<file path="src/hw/rtl/iec_pkg.sv">
// Shared types, codes and key table for the input event confirm unit.
package iec_pkg;

	localparam int unsigned CODE_W = 5;
	localparam int unsigned PIN_W  = 8;

	typedef logic [CODE_W-1:0] code_t;

	typedef enum logic [2:0] {
		CMD_PORT_A = 3'd0,
		CMD_PORT_B = 3'd1,
		CMD_ESTOP  = 3'd2,
		CMD_START  = 3'd3,
		CMD_QUIET  = 3'd4
	} cmd_t;

	localparam code_t EV_KEY_LAST   = 5'd7;
	localparam code_t EV_THERM_PRS  = 5'd8;
	localparam code_t EV_THERM_REL  = 5'd9;
	localparam code_t EV_STOP_PRS   = 5'd10;
	localparam code_t EV_STOP_REL   = 5'd11;
	localparam code_t EV_SPEED_BASE = 5'd12;
	localparam code_t EV_SPEED_LAST = 5'd19;
	localparam code_t EV_ESTOP_PRS  = 5'd20;
	localparam code_t EV_ESTOP_REL  = 5'd21;
	localparam code_t EV_START_PRS  = 5'd22;
	localparam code_t EV_START_REL  = 5'd23;
	localparam code_t EV_NONE       = 5'd31;

	localparam int unsigned THERM_BIT = 6;
	localparam int unsigned STOP_BIT  = 5;
	localparam logic [PIN_W-1:0] SPEED_MASK = 8'h1C;

	typedef struct packed {
		logic  upd;
		code_t code;
	} cls_t;

	function automatic logic [PIN_W-1:0] key_code(input logic [2:0] idx);
		logic [PIN_W-1:0] k;
		unique case (idx)
			3'd0: k = 8'h2E;
			3'd1: k = 8'h1D;
			3'd2: k = 8'h2B;
			3'd3: k = 8'h1B;
			3'd4: k = 8'h27;
			3'd5: k = 8'h1E;
			3'd6: k = 8'h2D;
			3'd7: k = 8'h17;
			default: k = 8'h17;
		endcase
		return k;
	endfunction

	function automatic code_t speed_code(input logic [PIN_W-1:0] pa);
		logic [PIN_W-1:0] inv;
		inv = (~pa) & SPEED_MASK;
		return EV_SPEED_BASE + {2'b00, inv[4:2]};
	endfunction

endpackage

</file>
<file path="src/hw/rtl/iec_classify.sv">
// Notice decoder: picks the new pending candidate for one notice word.
module iec_classify (
	input  logic [2:0]                cmd,
	input  logic [iec_pkg::PIN_W-1:0] change_flags,
	input  logic [iec_pkg::PIN_W-1:0] port_a_pins,
	input  logic [iec_pkg::PIN_W-1:0] port_b_pins,
	input  logic                      estop_level,
	input  logic                      start_level,
	output iec_pkg::cls_t             cls
);
	import iec_pkg::*;

	logic        key_hit;
	logic [2:0]  key_idx;

	always_comb begin
		key_hit = 1'b0;
		key_idx = 3'd0;
		for (int i = 7; i >= 0; i--) begin
			if (port_b_pins == key_code(3'(i))) begin
				key_hit = 1'b1;
				key_idx = 3'(i);
			end
		end
	end

	always_comb begin
		cls.upd  = 1'b0;
		cls.code = EV_NONE;
		unique case (cmd)
			CMD_PORT_A: begin
				priority if (change_flags[THERM_BIT]) begin
					cls.upd  = 1'b1;
					cls.code = port_a_pins[THERM_BIT] ? EV_THERM_REL : EV_THERM_PRS;
				end else if ((change_flags & SPEED_MASK) != '0) begin
					cls.upd  = 1'b1;
					cls.code = speed_code(port_a_pins);
				end else if (change_flags[STOP_BIT]) begin
					cls.upd  = 1'b1;
					cls.code = port_a_pins[STOP_BIT] ? EV_STOP_REL : EV_STOP_PRS;
				end
			end
			CMD_PORT_B: begin
				cls.upd  = key_hit;
				cls.code = {2'b00, key_idx};
			end
			CMD_ESTOP: begin
				cls.upd  = 1'b1;
				cls.code = estop_level ? EV_ESTOP_PRS : EV_ESTOP_REL;
			end
			CMD_START: begin
				cls.upd  = 1'b1;
				cls.code = start_level ? EV_START_REL : EV_START_PRS;
			end
			default: begin
				cls.upd  = 1'b0;
				cls.code = EV_NONE;
			end
		endcase
	end

endmodule

</file>
<file path="src/hw/rtl/iec_confirm.sv">
// Level check: tells whether the pending candidate still holds.
module iec_confirm (
	input  iec_pkg::code_t            pending,
	input  logic [iec_pkg::PIN_W-1:0] port_a_pins,
	input  logic [iec_pkg::PIN_W-1:0] port_b_pins,
	input  logic                      estop_level,
	input  logic                      start_level,
	output logic                      hold
);
	import iec_pkg::*;

	always_comb begin
		priority if (pending <= EV_KEY_LAST)
			hold = (port_b_pins == key_code(pending[2:0]));
		else if (pending == EV_THERM_PRS)
			hold = !port_a_pins[THERM_BIT];
		else if (pending == EV_THERM_REL)
			hold = port_a_pins[THERM_BIT];
		else if (pending == EV_STOP_PRS)
			hold = !port_a_pins[STOP_BIT];
		else if (pending == EV_STOP_REL)
			hold = port_a_pins[STOP_BIT];
		else if (pending >= EV_SPEED_BASE && pending <= EV_SPEED_LAST)
			hold = (speed_code(port_a_pins) == pending);
		else if (pending == EV_ESTOP_PRS)
			hold = estop_level;
		else if (pending == EV_ESTOP_REL)
			hold = !estop_level;
		else if (pending == EV_START_PRS)
			hold = !start_level;
		else if (pending == EV_START_REL)
			hold = start_level;
		else
			hold = 1'b0;
	end

endmodule

</file>
<file path="src/hw/rtl/input_event_confirm_unit.sv">
// Top level: input register, pending candidate, result register.
// Each word waits in the input register; its result is loaded into the result register.
// Throughput: one word per cycle unless the output stalls; pending_q updates on advance.
// Ready follows the output register: a new word enters whenever the result slot drains.
// Reset clears the input and result valid flags and sets the pending candidate to none.
module input_event_confirm_unit (
	input  logic        clk,
	input  logic        arst_n,
	input  logic        s_axis_tvalid,
	output logic        s_axis_tready,
	// change_flags[7:0], port_a_pins[15:8], port_b_pins[23:16],
	// estop_level[24], start_level[25], zero[31:26]
	input  logic [31:0] s_axis_tdata,
	// cmd[2:0]
	input  logic [2:0]  s_axis_tuser,
	output logic        m_axis_tvalid,
	input  logic        m_axis_tready,
	// event_code[4:0], beep[5], zero[7:6]
	output logic [7:0]  m_axis_tdata
);
	import iec_pkg::*;

	logic             valid_s1;
	logic [2:0]       cmd_s1;
	logic [PIN_W-1:0] flags_s1;
	logic [PIN_W-1:0] pa_s1;
	logic [PIN_W-1:0] pb_s1;
	logic             estop_s1;
	logic             start_s1;

	code_t            pending_q;
	logic             out_valid_q;
	code_t            out_code_q;
	logic             out_beep_q;

	cls_t             cls;
	logic             hold;
	logic             advance;
	logic             quiet;

	assign advance       = !out_valid_q || m_axis_tready;
	assign s_axis_tready = !valid_s1 || advance;
	assign quiet         = (cmd_s1 == CMD_QUIET);

	always_ff @(posedge clk or negedge arst_n) begin
		if (!arst_n) begin
			valid_s1 <= 1'b0;
		end else if (s_axis_tready) begin
			valid_s1 <= s_axis_tvalid;
		end
	end

	always_ff @(posedge clk) begin
		if (s_axis_tready && s_axis_tvalid) begin
			flags_s1 <= s_axis_tdata[7:0];
			pa_s1    <= s_axis_tdata[15:8];
			pb_s1    <= s_axis_tdata[23:16];
			estop_s1 <= s_axis_tdata[24];
			start_s1 <= s_axis_tdata[25];
			cmd_s1   <= s_axis_tuser;
		end
	end

	iec_classify u_classify (
		.cmd          (cmd_s1),
		.change_flags (flags_s1),
		.port_a_pins  (pa_s1),
		.port_b_pins  (pb_s1),
		.estop_level  (estop_s1),
		.start_level  (start_s1),
		.cls          (cls)
	);

	iec_confirm u_confirm (
		.pending     (pending_q),
		.port_a_pins (pa_s1),
		.port_b_pins (pb_s1),
		.estop_level (estop_s1),
		.start_level (start_s1),
		.hold        (hold)
	);

	always_ff @(posedge clk or negedge arst_n) begin
		if (!arst_n) begin
			pending_q   <= EV_NONE;
			out_valid_q <= 1'b0;
		end else if (advance) begin
			out_valid_q <= valid_s1 && quiet && hold;
			if (valid_s1) begin
				if (quiet)
					pending_q <= EV_NONE;
				else if (cls.upd)
					pending_q <= cls.code;
			end
		end
	end

	always_ff @(posedge clk) begin
		if (advance) begin
			out_code_q <= pending_q;
			out_beep_q <= (pending_q <= EV_KEY_LAST);
		end
	end

	assign m_axis_tvalid = out_valid_q;
	assign m_axis_tdata  = {2'b00, out_beep_q, out_code_q};

	a_quiet_clears: assert property (@(posedge clk) disable iff (!arst_n)
		(valid_s1 && quiet && advance) |=> (pending_q == EV_NONE))
		else $error("pending candidate not cleared by quiet word");

	a_code_range: assert property (@(posedge clk) disable iff (!arst_n)
		out_valid_q |-> (out_code_q <= EV_START_REL))
		else $error("result carries an undefined event code");

	a_beep_keys: assert property (@(posedge clk) disable iff (!arst_n)
		out_valid_q |-> (out_beep_q == (out_code_q <= EV_KEY_LAST)))
		else $error("beep flag disagrees with event code");

endmodule
</file>
<file path="config.mk">
export PLATFORM = sky130hd
export DESIGN_NAME = input_event_confirm_unit
export DESIGN_NICKNAME = d
export VERILOG_FILES = /design/src/hw/rtl/iec_pkg.sv /design/src/hw/rtl/iec_classify.sv /design/src/hw/rtl/iec_confirm.sv /design/src/hw/rtl/input_event_confirm_unit.sv
export SDC_FILE = /design/constraint.sdc
export NUM_CORES = 1
export LEC_CHECK = 0
export ABC_AREA = 0
export BUFFER_PORTS_ARGS = -buffer_cell sky130_fd_sc_hd__buf_4
export CORE_ASPECT_RATIO = 0.6
export CORE_MARGIN = 5
export CORE_UTILIZATION = 53
export DETAILED_ROUTE_END_ITERATION = 7
export GPL_ROUTABILITY_DRIVEN = 0
export HOLD_SLACK_MARGIN = 0.08
export PLACE_DENSITY = 0.81
export RECOVER_POWER = 50
export SYNTH_ARGS = -nofsm -noshare
export SYNTH_HDL_FRONTEND = slang
export SYNTH_SLANG_ARGS = --single-unit
</file>
<file path="constraint.sdc">
create_clock -name clk -period 2.6 [get_ports clk]
set_clock_uncertainty 0.15 [all_clocks]
set_input_delay 0.26 -clock clk [delete_from_list [all_inputs] [get_ports clk]]
set_output_delay 0.26 -clock clk [all_outputs]
set_load 0.02 [all_outputs]
</file>
# Word-level counts from Yosys, hierarchy flattened

Memory sizes are Yosys's and may differ from the RTL's.
Cells that the tools add are included.
Widths: inputs -> output; s select.

Input bits: 39
Bits in registers: 40
Word-level logic and storage cells: 92
Output and inout port bits: 10
Memories kept: 1
Bits in read-only memories: 48

Bitwise gates (word level): 1
Equal/unequal tests: 22
Reduce and logical (&&, ||, !) cells: 16
Magnitude comparators: 3
Multiplexer cells: 37
$add $sub $neg: 1

Memories:

| name            | words | bits a word | read ports | clocked after memory_dff | write ports | line          | RTL |
|---|---|---|---|---|---|---|---|
| (no name shown) | 8     | 6           | 1          | 0                        | 0           | iec_pkg.sv:41 | `unique case (idx)` |

Operators with widths:

| operator            | number |
|---|---|
| $eq 8x5->1 const B  | 4 |
| $eq 8x6->1 const B  | 4 |
| $mux 3              | 8 |
| $pmux 6 s4          | 1 |
| $mux 1              | 22 |
| $eq 5x4->1 const B  | 4 |
| $eq 5x5->1 const B  | 4 |
| $mux 6              | 3 |
| $mux 5              | 2 |
| $eq 8x8->1          | 1 |
| $mux 8              | 1 |
| $reduce_bool 8->1   | 1 |
| $eq 3x2->1 const B  | 2 |
| $logic_not 1->1     | 6 |
| $add 4x3->5 const A | 1 |
| $eq 5x5->1          | 1 |
| $ge 5x4->1 const B  | 1 |
| $le 5x3->1 const B  | 1 |
| $le 5x5->1 const B  | 1 |
| $not 5->5           | 1 |
| $logic_and 1x1->1   | 4 |
| $eq 3x1->1 const B  | 1 |
| $eq 3x3->1 const B  | 1 |
| $logic_not 3->1     | 1 |
| other kinds (3)     | 4 |

# Logic depth before layout (Yosys ltp)

Gate-level depths: netlist of the first run.

Depth in word-level cells: 12
Depth in mapped cells: 7

# Cells and area by module

Synthesis of the first run repeated with hierarchy kept, for this count alone.

Cells, all modules: 176
Area, all modules: 2,252.2 um2

Modules (own cells, without submodules):

| module                   | cells each | times used | area each (um2) |
|---|---|---|---|
| input_event_confirm_unit | 64         | 1          | 1,392.6 |
| iec_classify             | 61         | 1          | 444.2 |
| iec_confirm              | 51         | 1          | 415.4 |

# Worst setup path after synthesis of the first run

OpenSTA, ideal clock, no wires.

Path kind: register to register
Start: register pending_q[0]
End: register out_valid_q (netlist: m_axis_tvalid)
Stages on the path, launching flop included: 8
Data required time: 2.364 ns
Arrival: 1.990 ns
Setup time: 0.086 ns
Path slack: 0.374 ns
Clock period less this slack: 2.226 ns
Cell sequence: dfstp_2 > inv_1 > ha_1 > nand3b_1 > a311oi_1 > a31oi_1 > or4b_1 > a32oi_1

Longest elaborated chain between the ends: 12

RTL lines:

| what                   | line                           | RTL |
|---|---|---|
| start, declared        | input_event_confirm_unit.sv:31 | `code_t pending_q;` |
| start signal, assigned | input_event_confirm_unit.sv:93 | `pending_q <= cls.code;` |
| $eq 5x5->1             | iec_confirm.sv:31              | `else if (pending == EV_START_REL)` |
| $mux 1                 | iec_confirm.sv:31              |  |
| $mux 1                 | iec_confirm.sv:29              | `else if (pending == EV_START_PRS)` |
| $mux 1                 | iec_confirm.sv:27              | `else if (pending == EV_ESTOP_REL)` |
| $mux 1                 | iec_confirm.sv:25              | `else if (pending == EV_ESTOP_PRS)` |
| $mux 1                 | iec_confirm.sv:23              | `else if (pending >= EV_SPEED_BASE && pending <= EV_SPEED_LAST)` |
| $mux 1                 | iec_confirm.sv:21              | `else if (pending == EV_STOP_REL)` |
| $mux 1                 | iec_confirm.sv:19              | `else if (pending == EV_STOP_PRS)` |
| $mux 1                 | iec_confirm.sv:17              | `else if (pending == EV_THERM_REL)` |
| $mux 1                 | iec_confirm.sv:15              | `else if (pending == EV_THERM_PRS)` |
| $mux 1 *               | iec_confirm.sv:13              | `priority if (pending <= EV_KEY_LAST)` |
| $logic_and 1x1->1 *    | input_event_confirm_unit.sv:88 | `out_valid_q <= valid_s1 && quiet && hold;` |
| end signal, assigned   | input_event_confirm_unit.sv:88 |  |
| end, declared          | input_event_confirm_unit.sv:32 | `logic out_valid_q;` |

Mark *: on every way between the ends. The rest lies on a longest branch, timed or not. The select of a mux whose other input is x is not followed.
A chain may end at the register's enable or synchronous reset.

# Final worst setup path of the first run

Start: register pending_q[1]
End: register out_valid_q (netlist: m_axis_tvalid)

Same word-level chain as after synthesis.

==> results of run 1 <==
final cells by class:
class | count | area (um^2)
inverters | 7 | 26.28
well taps | 47 | 58.81
clock inverters | 3 | 42.54
multi-input cells | 115 | 848.3
clock buffers | 5 | 68.82
repair buffers | 60 | 498.0
fillers | 241 | 1064
flip-flops and latches | 36 | 1052
worst paths after layout:
path / end / slack, ns / cells after the start
max in group asynchronous: pending_q[0]$_DFFE_PN1P_ / 1.71 / 2
min: m_axis_tvalid$_DFFE_PN0P_ / 0.18 / 4
min in group asynchronous: valid_s1$_DFFE_PN0N_ / 0.27 / 2
max reg2reg: m_axis_tvalid$_DFFE_PN0P_ / 0.18 / 7
max: m_axis_tvalid$_DFFE_PN0P_ / 0.18 / 7
min reg2reg: out_code_q[4]$_DFFE_PP_ / 0.43 / 0
tightest hold or removal path, stage by stage:
cell and delay, ns:
buf_4 0.08, nor2b_1 0.08, nor2_1 0.11, a32oi_1 0.06
cell usage in the layout, fill, tap and decap left out, types with 2 or more instances in the layout:
cell           Yosys  final
or3_1              2      2
a32oi_1            2      2
nor2_1            12     12
ha_1               7      7
nand4_1            2      2
a21oi_1            4      4
clkbuf_1           1      4
dfstp_1            0      3
buf_4              4      8
mux2_4             3      3
nand2_1            9      9
o21ai_0            8      8
o211ai_1           4      4
nor3_1             4      4
dlygate4sd3_1      0     25
mux2i_1            3      3
xnor2_1            5      5
edfxtp_1          29     29
conb_1             1      2
nor2b_1            5      5
nand3_1            6      6
a311oi_1           2      2
a31oi_1            2      2
dfstp_2            5      2
inv_1              7      7
clkbuf_4           0     23
nand2b_1           5      5
clkbuf_8           0      5
nand4b_1           3      3
dfrtp_1            2      2
flip-flops by register name (all words and copies together), names as in the netlist:
signal,count
out_code_q,5
valid_s1,1
start_s1,1
estop_s1,1
pb_s1,8
pa_s1,5
m_axis_tvalid,1
out_beep_q,1
cmd_s1,3
pending_q,5
flags_s1,5
logic make-up after synthesis:
kind of cell             count (synthesis)  synth area share [%]
adder cells (fa/ha/maj)                  7                 4.380
multiplexers                             7                 4.318
AO/OA/AOI/OAI                           33                 12.70
buffers and inverters                   18                 5.131
other                                    1                0.1876
AND/OR/NAND/NOR                         59                 17.21
flip-flops                              36                 52.63
XOR/XNOR                                 7                 3.442
power groups by stage:
stage	clock network (W)	registers, W	logic, W
after floorplan	0	0.000770	0.000225
after global placement	0	0.000772	0.000314
after detailed placement	0	0.000777	0.000331
after CTS	0.000497	0.000765	0.000364
after global routing	0.000520	0.000772	0.000390
final	0.000493	0.000765	0.000358
per-layer routing:
layer  up-vias  track usage (%)  routed length, um
li1        730                -                  -
met1       746            25.48               1972
met2        85            29.70               2077
met3        20            5.483                361
met4         0            6.369                131
met5         -                0                  0
through the flow:
stage                     setup slack, ns  area, um^2  utilization (%)  hold WS [ns]
after floorplan                    0.3743        2003                -       -0.1856
final                              0.1814        2595            70.93        0.1810
after global placement             0.3043        2248            61.46      -0.07513
after CTS                          0.2005        2610            71.34        0.1710
after global routing              0.07095        2595            70.93        0.2104
after detailed placement           0.2756        2248            61.46      -0.07349
cell usage after synthesis (3+ instances only):
cell      instances  area [um^2]
dfstp_2           5        131.4
a21oi_1           4        20.02
mux2_4            3        45.04
o21ai_0           8        40.04
nor3_1            4        20.02
mux2i_1           3        30.03
nor2_1           12        45.04
nand3_1           6        30.03
inv_1             7        26.28
nand2_1           9        33.78
nor2b_1           5        31.28
nand2b_1          5        31.28
buf_2             4        20.02
buf_4             4        30.03
nand4b_1          3        26.28
ha_1              7        87.58
edfxtp_1         29        870.8
o211ai_1          4        30.03
xnor2_1           5        43.79
what timing repair did:
item / CTS / global route
hold buffers: 25 / 0
setup endpoints to repair: 0 / 0
endpoints found under the hold margin: 31 / 0
==> results.md, run 1 <==
* Input/output buffers at 34
* Residual DRC count at 0
* Initial Utilization at 54.65%
* Fin. Hold Viols at 0
* Cts bufs inserted at 5
* CTS tree: yes
* CP peak stage delay at 0.61 ns
* Crit share post-route at 93.02%
* DP Cell Count at 240
* CP Launch Type: flop
* P_sw at 0.0004541 W
* RSZ-0062 raised after global routing: false
* Setup violations, final at 0
* Drt wl/cell at 16.64 um
* Slew at the pin with the worst max-slew slack at 0.9550 ns
* Post-Synthesis Cells at 168
* Status: completed
* Clk Latency, worst-skew pair at 0.29 ns
* Fin cells at 273
* CP delay by family, top: simple AND/OR/NAND/NOR gates
* Setup crit start: pending_q[1]$_DFFE_PN1P_
* Reg2Reg Launch Point: pending_q[1]$_DFFE_PN1P_
* Post-synth top flop: edfxtp_1
* Htree depth at 2
* Fin. max-slew vios at 0
* Vias in the first global route at 1509
* Peak VDD IR at 396.6 uV
* Layout cells sized above 1 at 23.89%
* Worst path slowest cell: dfstp_2
* FMAX at 0.4135 GHz
* I/O pins at 49
* Final wirelength at 4542 um
* Fin Setup TNS at 0 ns
* Root Driver: clkbuf_8
* Post-synth cell types at 53
* Largest net degree at the start of global routing at 24
* Seq/Total Area, Yosys at 52.63%
* Post-CTS setup buffer count at 0
* Via density at 5.791
* Die Wd at 89.30 um
* Critical Path AT at 2.48 ns
* Initial antenna violation count at 0
* Clk slew on worst S/H paths at 0.07 ns
* Die Y-Extent at 57.58 um
* First-pass GRT wire length at 7355 um
* Post-route ant nets at 0
* Rows at 17
* Sequential Power Share at 47.3%
* Iter 0 DRT Violations at 176
* CP Capture Type: flop
* Clock sinks at 36
* Hold_sp: m_axis_tready
* Syn Area/Cell at 11.90 um^2
* Clock power share at 30.5%
* CP Max Fanout at 7
* Post-DP HPWL at 3104 um
* WP buf/inv at 1
* Number of synthesized flops with an enable pin at 29
* Area growth syn-to-layout at 29.79%
* Rel. slew slack at 36.33%
* Worst EP required at 2.66 ns
* Final net count at 271
* Vias at 1581
* DRT Pass-1 Iters at 5
* Asr flop ratio synth at 19.44%
* GRT Resource Usage Total at 19.03%
* Yosys warnings at 0
* Int Pwr at 0.001163 W
* Combinational cell fraction of total power at 22.1%
* Max_cap viols at 0
* Leakage at 0.9835 nW
* Critical path class: flop to flop
* Post-CTS sizing at 0
* Antenna diodes at 0
* Power after layout at 0.001617 W
* Seq cells post-synth at 36
* Die area at 5141 um^2
* Clock buffer depth at 2
* Crit-path cells: inv_1 -> ha_1 -> nor3b_1 -> a311oi_1 -> a31oi_1 -> or4b_1 -> a32oi_1
* Hold Path Class: input pin to flop
* CORE AREA at 3659 um^2
* Minimum clock period at 2.419 ns
* Total grt overflow at 0
* Net Sw Frac at 28.09%
* Power per cell area at 623.0 nW/um^2
* Syn Std Cell Area at 1999 um^2
No activity file was read; power rests on OpenSTA's default activity.
==> inputs of run 2 (changes only) <==
==> constraint.sdc (replaced) <==
create_clock -name clk -period 2.3 [get_ports clk]
set_clock_uncertainty 0.15 [all_clocks]
set_input_delay 0.23 -clock clk [delete_from_list [all_inputs] [get_ports clk]]
set_output_delay 0.23 -clock clk [all_outputs]
set_load 0.02 [all_outputs]
==> run 2 against run 1 <==
- first-iteration DRC count is 12% lower
- power grew 14%
- cell count increased by 2.2%
- combinational power increased by 22%
- sequential power grew 13%
- sequential share of layout area is 0.73 points lower
==> results.md, run 2 (synthesis results as in run 1) <==
* Status: completed
* Residual DRC count at 0 (unchanged)
* Clk Latency, worst-skew pair at 0.29 ns (about the same)
* Clock buffer depth at 2 (unchanged)
* Area growth syn-to-layout at 32.16%
* Largest Register: pb_s1
* Worst EP required at 2.35 ns (-0.31 ns)
* Rel. slew slack at 33.83% (-2.5 points)
* Most common cell after layout, fill and taps aside: edfxtp_1
* Fin. max-slew vios at 0 (unchanged)
* Max_cap viols at 0 (unchanged)
* Rows at 17 (unchanged)
* Setup violations, final at 0 (unchanged)
* Minimum clock period at 2.216 ns (-0.2021 ns)
* I/O pins at 49 (unchanged)
* Die Y-Extent at 57.58 um (unchanged)
* Iter 0 DRT Violations at 155 (-12%)
* Setup crit start: pending_q[0]$_DFFE_PN1P_
* Layout cells sized above 1 at 26.29% (+2.4 points)
* Root Driver: clkbuf_8
* First-pass GRT wire length at 7438 um (+1.1%)
* CP Max Fanout at 3 (-4)
* Fin. Hold Viols at 0 (unchanged)
* Power per cell area at 695.4 nW/um^2 (+12%)
* Fin worst setup slack at 0.08358 ns (-0.09786 ns)
* Critical path class: flop to flop
* Final net count at 277 (+2.2%)
* Instance area after placement at 2293 um^2 (+2.0%)
* Fin Setup TNS at 0 ns (unchanged)
* CP Launch Type: flop
* CTS tree: yes
* Vias at 1563 (-1.1%)
* Post-DP HPWL at 3176 um (+2.3%)
* Leakage at 1.017 nW (+3.4%)
* Critical Path AT at 2.27 ns (-0.21 ns)
* Via density at 5.602 (-3.3%)
* Fill count at 234 (-2.9%)
* CORE AREA at 3659 um^2 (unchanged)
* Area of the multi-input gates at 854.6 um^2 (+0.74%)
* FMAX at 0.4512 GHz (+9.1%)
* Initial antenna violation count at 0 (unchanged)
* Die Wd at 89.30 um (unchanged)
* Post-CTS setup buffer count at 0 (unchanged)
* Dpl ws at 0.06653 ns (-0.2091 ns)
* Most frequent cells in the layout: 29 x edfxtp_1, 25 x dlygate4sd3_1, 22 x clkbuf_4
* Initial Utilization at 54.65% (unchanged)
* Register Area at 1052 um^2 (unchanged)
* Slew at the pin with the worst max-slew slack at 0.9926 ns (+0.03755 ns)
* Hold_sp: m_axis_tready
* Htree depth at 2 (unchanged)
* Final wirelength at 4664 um (+2.7%)
* Hold Path Class: input pin to flop
* Drt wl/cell at 16.72 um (+0.48%)
* Total grt overflow at 0 (unchanged)
* CP Capture Type: flop
* Design area at 2643 um^2 (+1.8%)
* Clk slew on worst S/H paths at 0.07 ns (about the same)
* Max reg flops at 8 (unchanged)
* Die area at 5141 um^2 (unchanged)
* Post-route ant nets at 0 (unchanged)
* DRT Pass-1 Iters at 6 (+1)
* Reg2Reg Launch Point: pending_q[0]$_DFFE_PN1P_
* Input/output buffers at 34 (unchanged)
* Largest net degree at the start of global routing at 24 (unchanged)
* Antenna diodes at 0 (unchanged)
* GRT Resource Usage Total at 19.46% (+0.43 points)
* Peak VDD IR at 482.8 uV (+22%)
* Clock sinks at 36 (unchanged)
* Crit share post-route at 96.37% (+3.3 points)
* Vias in the first global route at 1523 (+0.93%)
* Cts bufs inserted at 5 (unchanged)
* RSZ-0062 raised after global routing: false
==> run 2: path summary, 6_finish.rpt <==
check	to	slack [ns]	cells past startpoint
worst min register to register	out_code_q[4]$_DFFE_PP_	0.42	0
worst max register to register	m_axis_tvalid$_DFFE_PN0P_	0.08	7
max in group asynchronous	pending_q[2]$_DFFE_PN1P_	1.46	2
worst max-delay path	m_axis_tvalid$_DFFE_PN0P_	0.08	7
min in group asynchronous	valid_s1$_DFFE_PN0N_	0.22	2
worst min-delay path	valid_s1$_DFFE_PN0N_	0.17	4
==> run 2: area by class of cell <==
| class | count | share of cell area [%] |
|---|---|---|
| Sequential cell | 36 | 39.82 |
| Multi-Input combinational cell | 115 | 32.34 |
| Timing Repair Buffer | 66 | 20.55 |
| Clock inverter | 2 | 1.326 |
| Tap cell | 47 | 2.225 |
| Clock buffer | 6 | 2.746 |
| Inverter | 7 | 0.9943 |
==> run 2: critical path, stage by stage, from the launching register on <==
cell and delay [ns]:
dfstp_2 0.54, inv_1 0.07, ha_1 0.21, nand3b_1 0.17
a311oi_2 0.27, a31oi_1 0.05, or4b_1 0.47, a32oi_1 0.20
==> run 2: metal layers <==
metal | vias up | GRT usage [%] | share of wire [%]
met5 | - | 0 | 0
met4 | 0 | 4.246 | 2.2
met3 | 18 | 6.205 | 9.6
met2 | 82 | 30.95 | 48
met1 | 723 | 26.17 | 41
li1 | 740 | - | -
==> run 2: metrics by stage <==
stage | utilization, % | power, W | hold slack [ns] | std cells
2_1_floorplan | - | 0.001125 | -0.2156 | 169
3_3_place_gp | 62.69 | 0.001259 | -0.1055 | 246
3_5_place_dp | 62.69 | 0.001278 | -0.1064 | 246
4_1_cts | 72.47 | 0.001840 | 0.1442 | 279
5_1_grt | 72.23 | 0.001929 | 0.1763 | 279
6_report | 72.23 | 0.001838 | 0.1652 | 279
==> run 2: timing repair <==
| item | 4_1_cts | 5_1_grt |
|---|---|---|
| endpoints found under the setup margin | 0 | 1 |
| hold buffers | 25 | 0 |
| endpoints found under the hold margin | 31 | 0 |
| gates resized for setup | 0 | 2 |
==> run 2: where the power goes <==
part           internal, W  leakage [nW]  total (W)  switching (W)
clock             0.000322        0.0552   0.000537       0.000216
combinational     0.000230         0.599   0.000438       0.000208
sequential        0.000791         0.363   0.000863      0.0000718
total              0.00134          1.02    0.00184       0.000495
==> inputs of run 3 (changes only) <==
--- a/config.mk
+++ b/config.mk
@@ -12,6 +12,7 @@
 export CORE_UTILIZATION = 53
 export DETAILED_ROUTE_END_ITERATION = 7
 export GPL_ROUTABILITY_DRIVEN = 0
+export GPL_TIMING_DRIVEN = 0
 export HOLD_SLACK_MARGIN = 0.08
 export PLACE_DENSITY = 0.81
 export RECOVER_POWER = 50
==> run 3 against run 2 <==
- non-clock buffer count increased by 6
- setup slack got worse by 0.066 ns
- die area unchanged
- core utilization increased by 1.6 points
- hold slack got worse by 0.014 ns
- clock power decreased by 18%
- power decreased by 2.7%
- sequential cell count unchanged
- fmax decreased by 2.9%
- critical path type unchanged
- largest power group unchanged
==> results.md, run 3 (synthesis results as in run 1) <==
* Status: completed
* Critical Path AT at 2.34 ns (+0.07 ns)
* Worst EP required at 2.36 ns (about the same)
* Final wirelength at 5222 um (+12%)
* R2R depth at 7 (unchanged)
* Fin. max-slew vios at 0 (unchanged)
* Largest net degree at the start of global routing at 24 (unchanged)
* Final net count at 283 (+2.2%)
* Largest Register: pb_s1
* Clk Latency, worst-skew pair at 0.29 ns (about the same)
* DP Cell Count at 250 (+1.6%)
* Worst hold slack at 0.1509 ns (-0.01429 ns)
* Initial antenna violation count at 0 (unchanged)
* WP buf/inv at 1 (unchanged)
* Peak VDD IR at 510.5 uV (+5.7%)
* Crit-path cells: inv_4 -> ha_4 -> nand3b_1 -> a311oi_2 -> a31oi_1 -> or4b_1 -> a32oi_1
* Vias in the first global route at 1674 (+9.9%)
* Clock sinks at 36 (unchanged)
* First-pass GRT wire length at 8224 um (+11%)
* Minimum clock period at 2.283 ns (+0.06609 ns)
* CP peak stage delay at 0.58 ns (+0.04 ns)
* FMAX at 0.4381 GHz (-2.9%)
* Clock buffer depth at 2 (unchanged)
* Residual DRC count at 0 (unchanged)
* Reg-to-Reg End: m_axis_tvalid$_DFFE_PN0P_
* Htree depth at 2 (unchanged)
* Post-DP HPWL at 3222 um (+1.4%)
* Worst path slowest cell: dfstp_2
* Die Wd at 89.30 um (unchanged)
* Slew at the pin with the worst max-slew slack at 1.003 ns (+0.01019 ns)
* Antenna diodes at 0 (unchanged)
* Critical path class: flop to flop
* CP Launch Type: flop
* CP Max Fanout at 5 (+2)
* CORE AREA at 3659 um^2 (unchanged)
* Drt wl/cell at 18.32 um (+9.6%)
* CP Capture Type: flop
* Reg-to-reg slack, setup at 0.02 ns (-0.07 ns)
* Die Y-Extent at 57.58 um (unchanged)
* Max reg flops at 8 (unchanged)
* Clk slew on worst S/H paths at 0.07 ns (about the same)
* CP Capture Point: m_axis_tvalid$_DFFE_PN0P_
* Instance area after placement at 2317 um^2 (+1.0%)
* Die area at 5141 um^2 (unchanged)
* DRT Pass-1 Iters at 5 (-1)
* Max_cap viols at 0 (unchanged)
* Most frequent cells in the layout: 38 x buf_4, 29 x edfxtp_1, 25 x dlygate4sd3_1
* Crit share post-route at 99.24% (+2.9 points)
* Area growth syn-to-layout at 35.17%
* Rel. slew slack at 33.15% (-0.68 points)
* RSZ-0062 raised after global routing: true
* Fin cells at 285 (+2.2%)
* Design area at 2703 um^2 (+2.3%)
* Input/output buffers at 34 (unchanged)
* Rows at 17 (unchanged)
* Setup crit start: pending_q[0]$_DFFE_PN1P_
* Vias at 1661 (+6.3%)
* CP delay by family, top: simple AND/OR/NAND/NOR gates
* Fin. Hold Viols at 0 (unchanged)
* Total grt overflow at 0 (unchanged)
* Initial Utilization at 54.65% (unchanged)
* GRT Resource Usage Total at 21.74% (+2.3 points)
* Reg2Reg Launch Point: pending_q[0]$_DFFE_PN1P_
* Leakage at 1.038 nW (+2.1%)
* Hold_sp: m_axis_tready
* CTS tree: yes
* Setup violations, final at 0 (unchanged)
* Power per cell area at 661.3 nW/um^2 (-4.9%)
* Cts bufs inserted at 5 (unchanged)
* Hold Path Class: input pin to flop
* Critical path depth at 7 (unchanged)
* Most common cell after layout, fill and taps aside: buf_4
* Root Driver: clkbuf_8
* Post-route ant nets at 0 (unchanged)
* I/O pins at 49 (unchanged)
* Layout cells sized above 1 at 31.51% (+5.2 points)
* Via density at 5.828 (+4.0%)
* Iter 0 DRT Violations at 171 (+10%)
[run 3: cell count changes in the layout (fill, tap and decap cells not counted), moves of 3 or more]
cell      delta
buf_4       +23
ha_1         -3
buf_2        +4
clkbuf_4    -22
buf_6        +3
[run 3: stage by stage]
step / utilization [%] / power [W] / worst slack, ns / TNS [ns]
after floorplan: - / 0.001125 / 0.07426 / 0
after global placement: 63.34 / 0.001239 / -0.07195 / -0.07195
after detailed placement: 63.34 / 0.001264 / -0.1951 / -0.1951
after CTS: 73.12 / 0.001736 / 0.0009743 / 0
after global routing: 73.87 / 0.001856 / -0.04961 / -0.04961
final: 73.87 / 0.001787 / 0.01749 / 0
[run 3: final cells by class]
class,instances,area [um^2]
inverters,7,28.78
clock buffers,6,72.57
plain buffers,11,76.32
fillers,228,955.9
flip-flops and latches,36,1052
repair buffers,61,520.5
well taps,47,58.81
clock inverters,2,11.26
multi-input cells,115,882.1
[run 3: routing by layer]
metal  vias up  wire [um]  part of all wire, %  global-route usage, %
met5         -          0                    0                      0
met4         0         88                  1.7                  7.643
met3        16        482                  9.2                  6.205
met2        98       2604                   50                  36.31
met1       792       2047                   39                  26.95
li1        755          -                    -                      -
[run 3: timing repair]
item / CTS / global route
setup endpoints to repair: 1 / 1
setup buffers: 2 / 0
hold buffers: 25 / 0
resized for setup: 2 / 8
hold endpoints to repair: 31 / 0
pin swaps: 0 / 4
[run 3: power by group]
group | switching [W] | total, W | internal, W
Combinational | 0.000254 | 0.000500 | 0.000246
Sequential | 0.0000531 | 0.000845 | 0.000792
Clock | 0.000232 | 0.000442 | 0.000210
[run 3: worst min path at each step]
stage	to	slack, ns	cells past startpoint
5_1_grt	valid_s1$_DFFE_PN0N_	0.21	4
3_5_place_dp	m_axis_tvalid$_DFFE_PN0P_	-0.10	1
6_report	m_axis_tvalid$_DFFE_PN0P_	0.15	4
4_1_cts	m_axis_tvalid$_DFFE_PN0P_	0.15	2
3_3_place_gp	m_axis_tvalid$_DFFE_PN0P_	-0.11	1
2_1_floorplan	m_axis_tvalid$_DFFE_PN0P_	-0.22	0
[run 3: worst min-delay path, cell delays in order]
cell and delay, ns:
buf_4 0.08, nor2b_1 0.07, nor2_1 0.11, a32oi_1 0.06
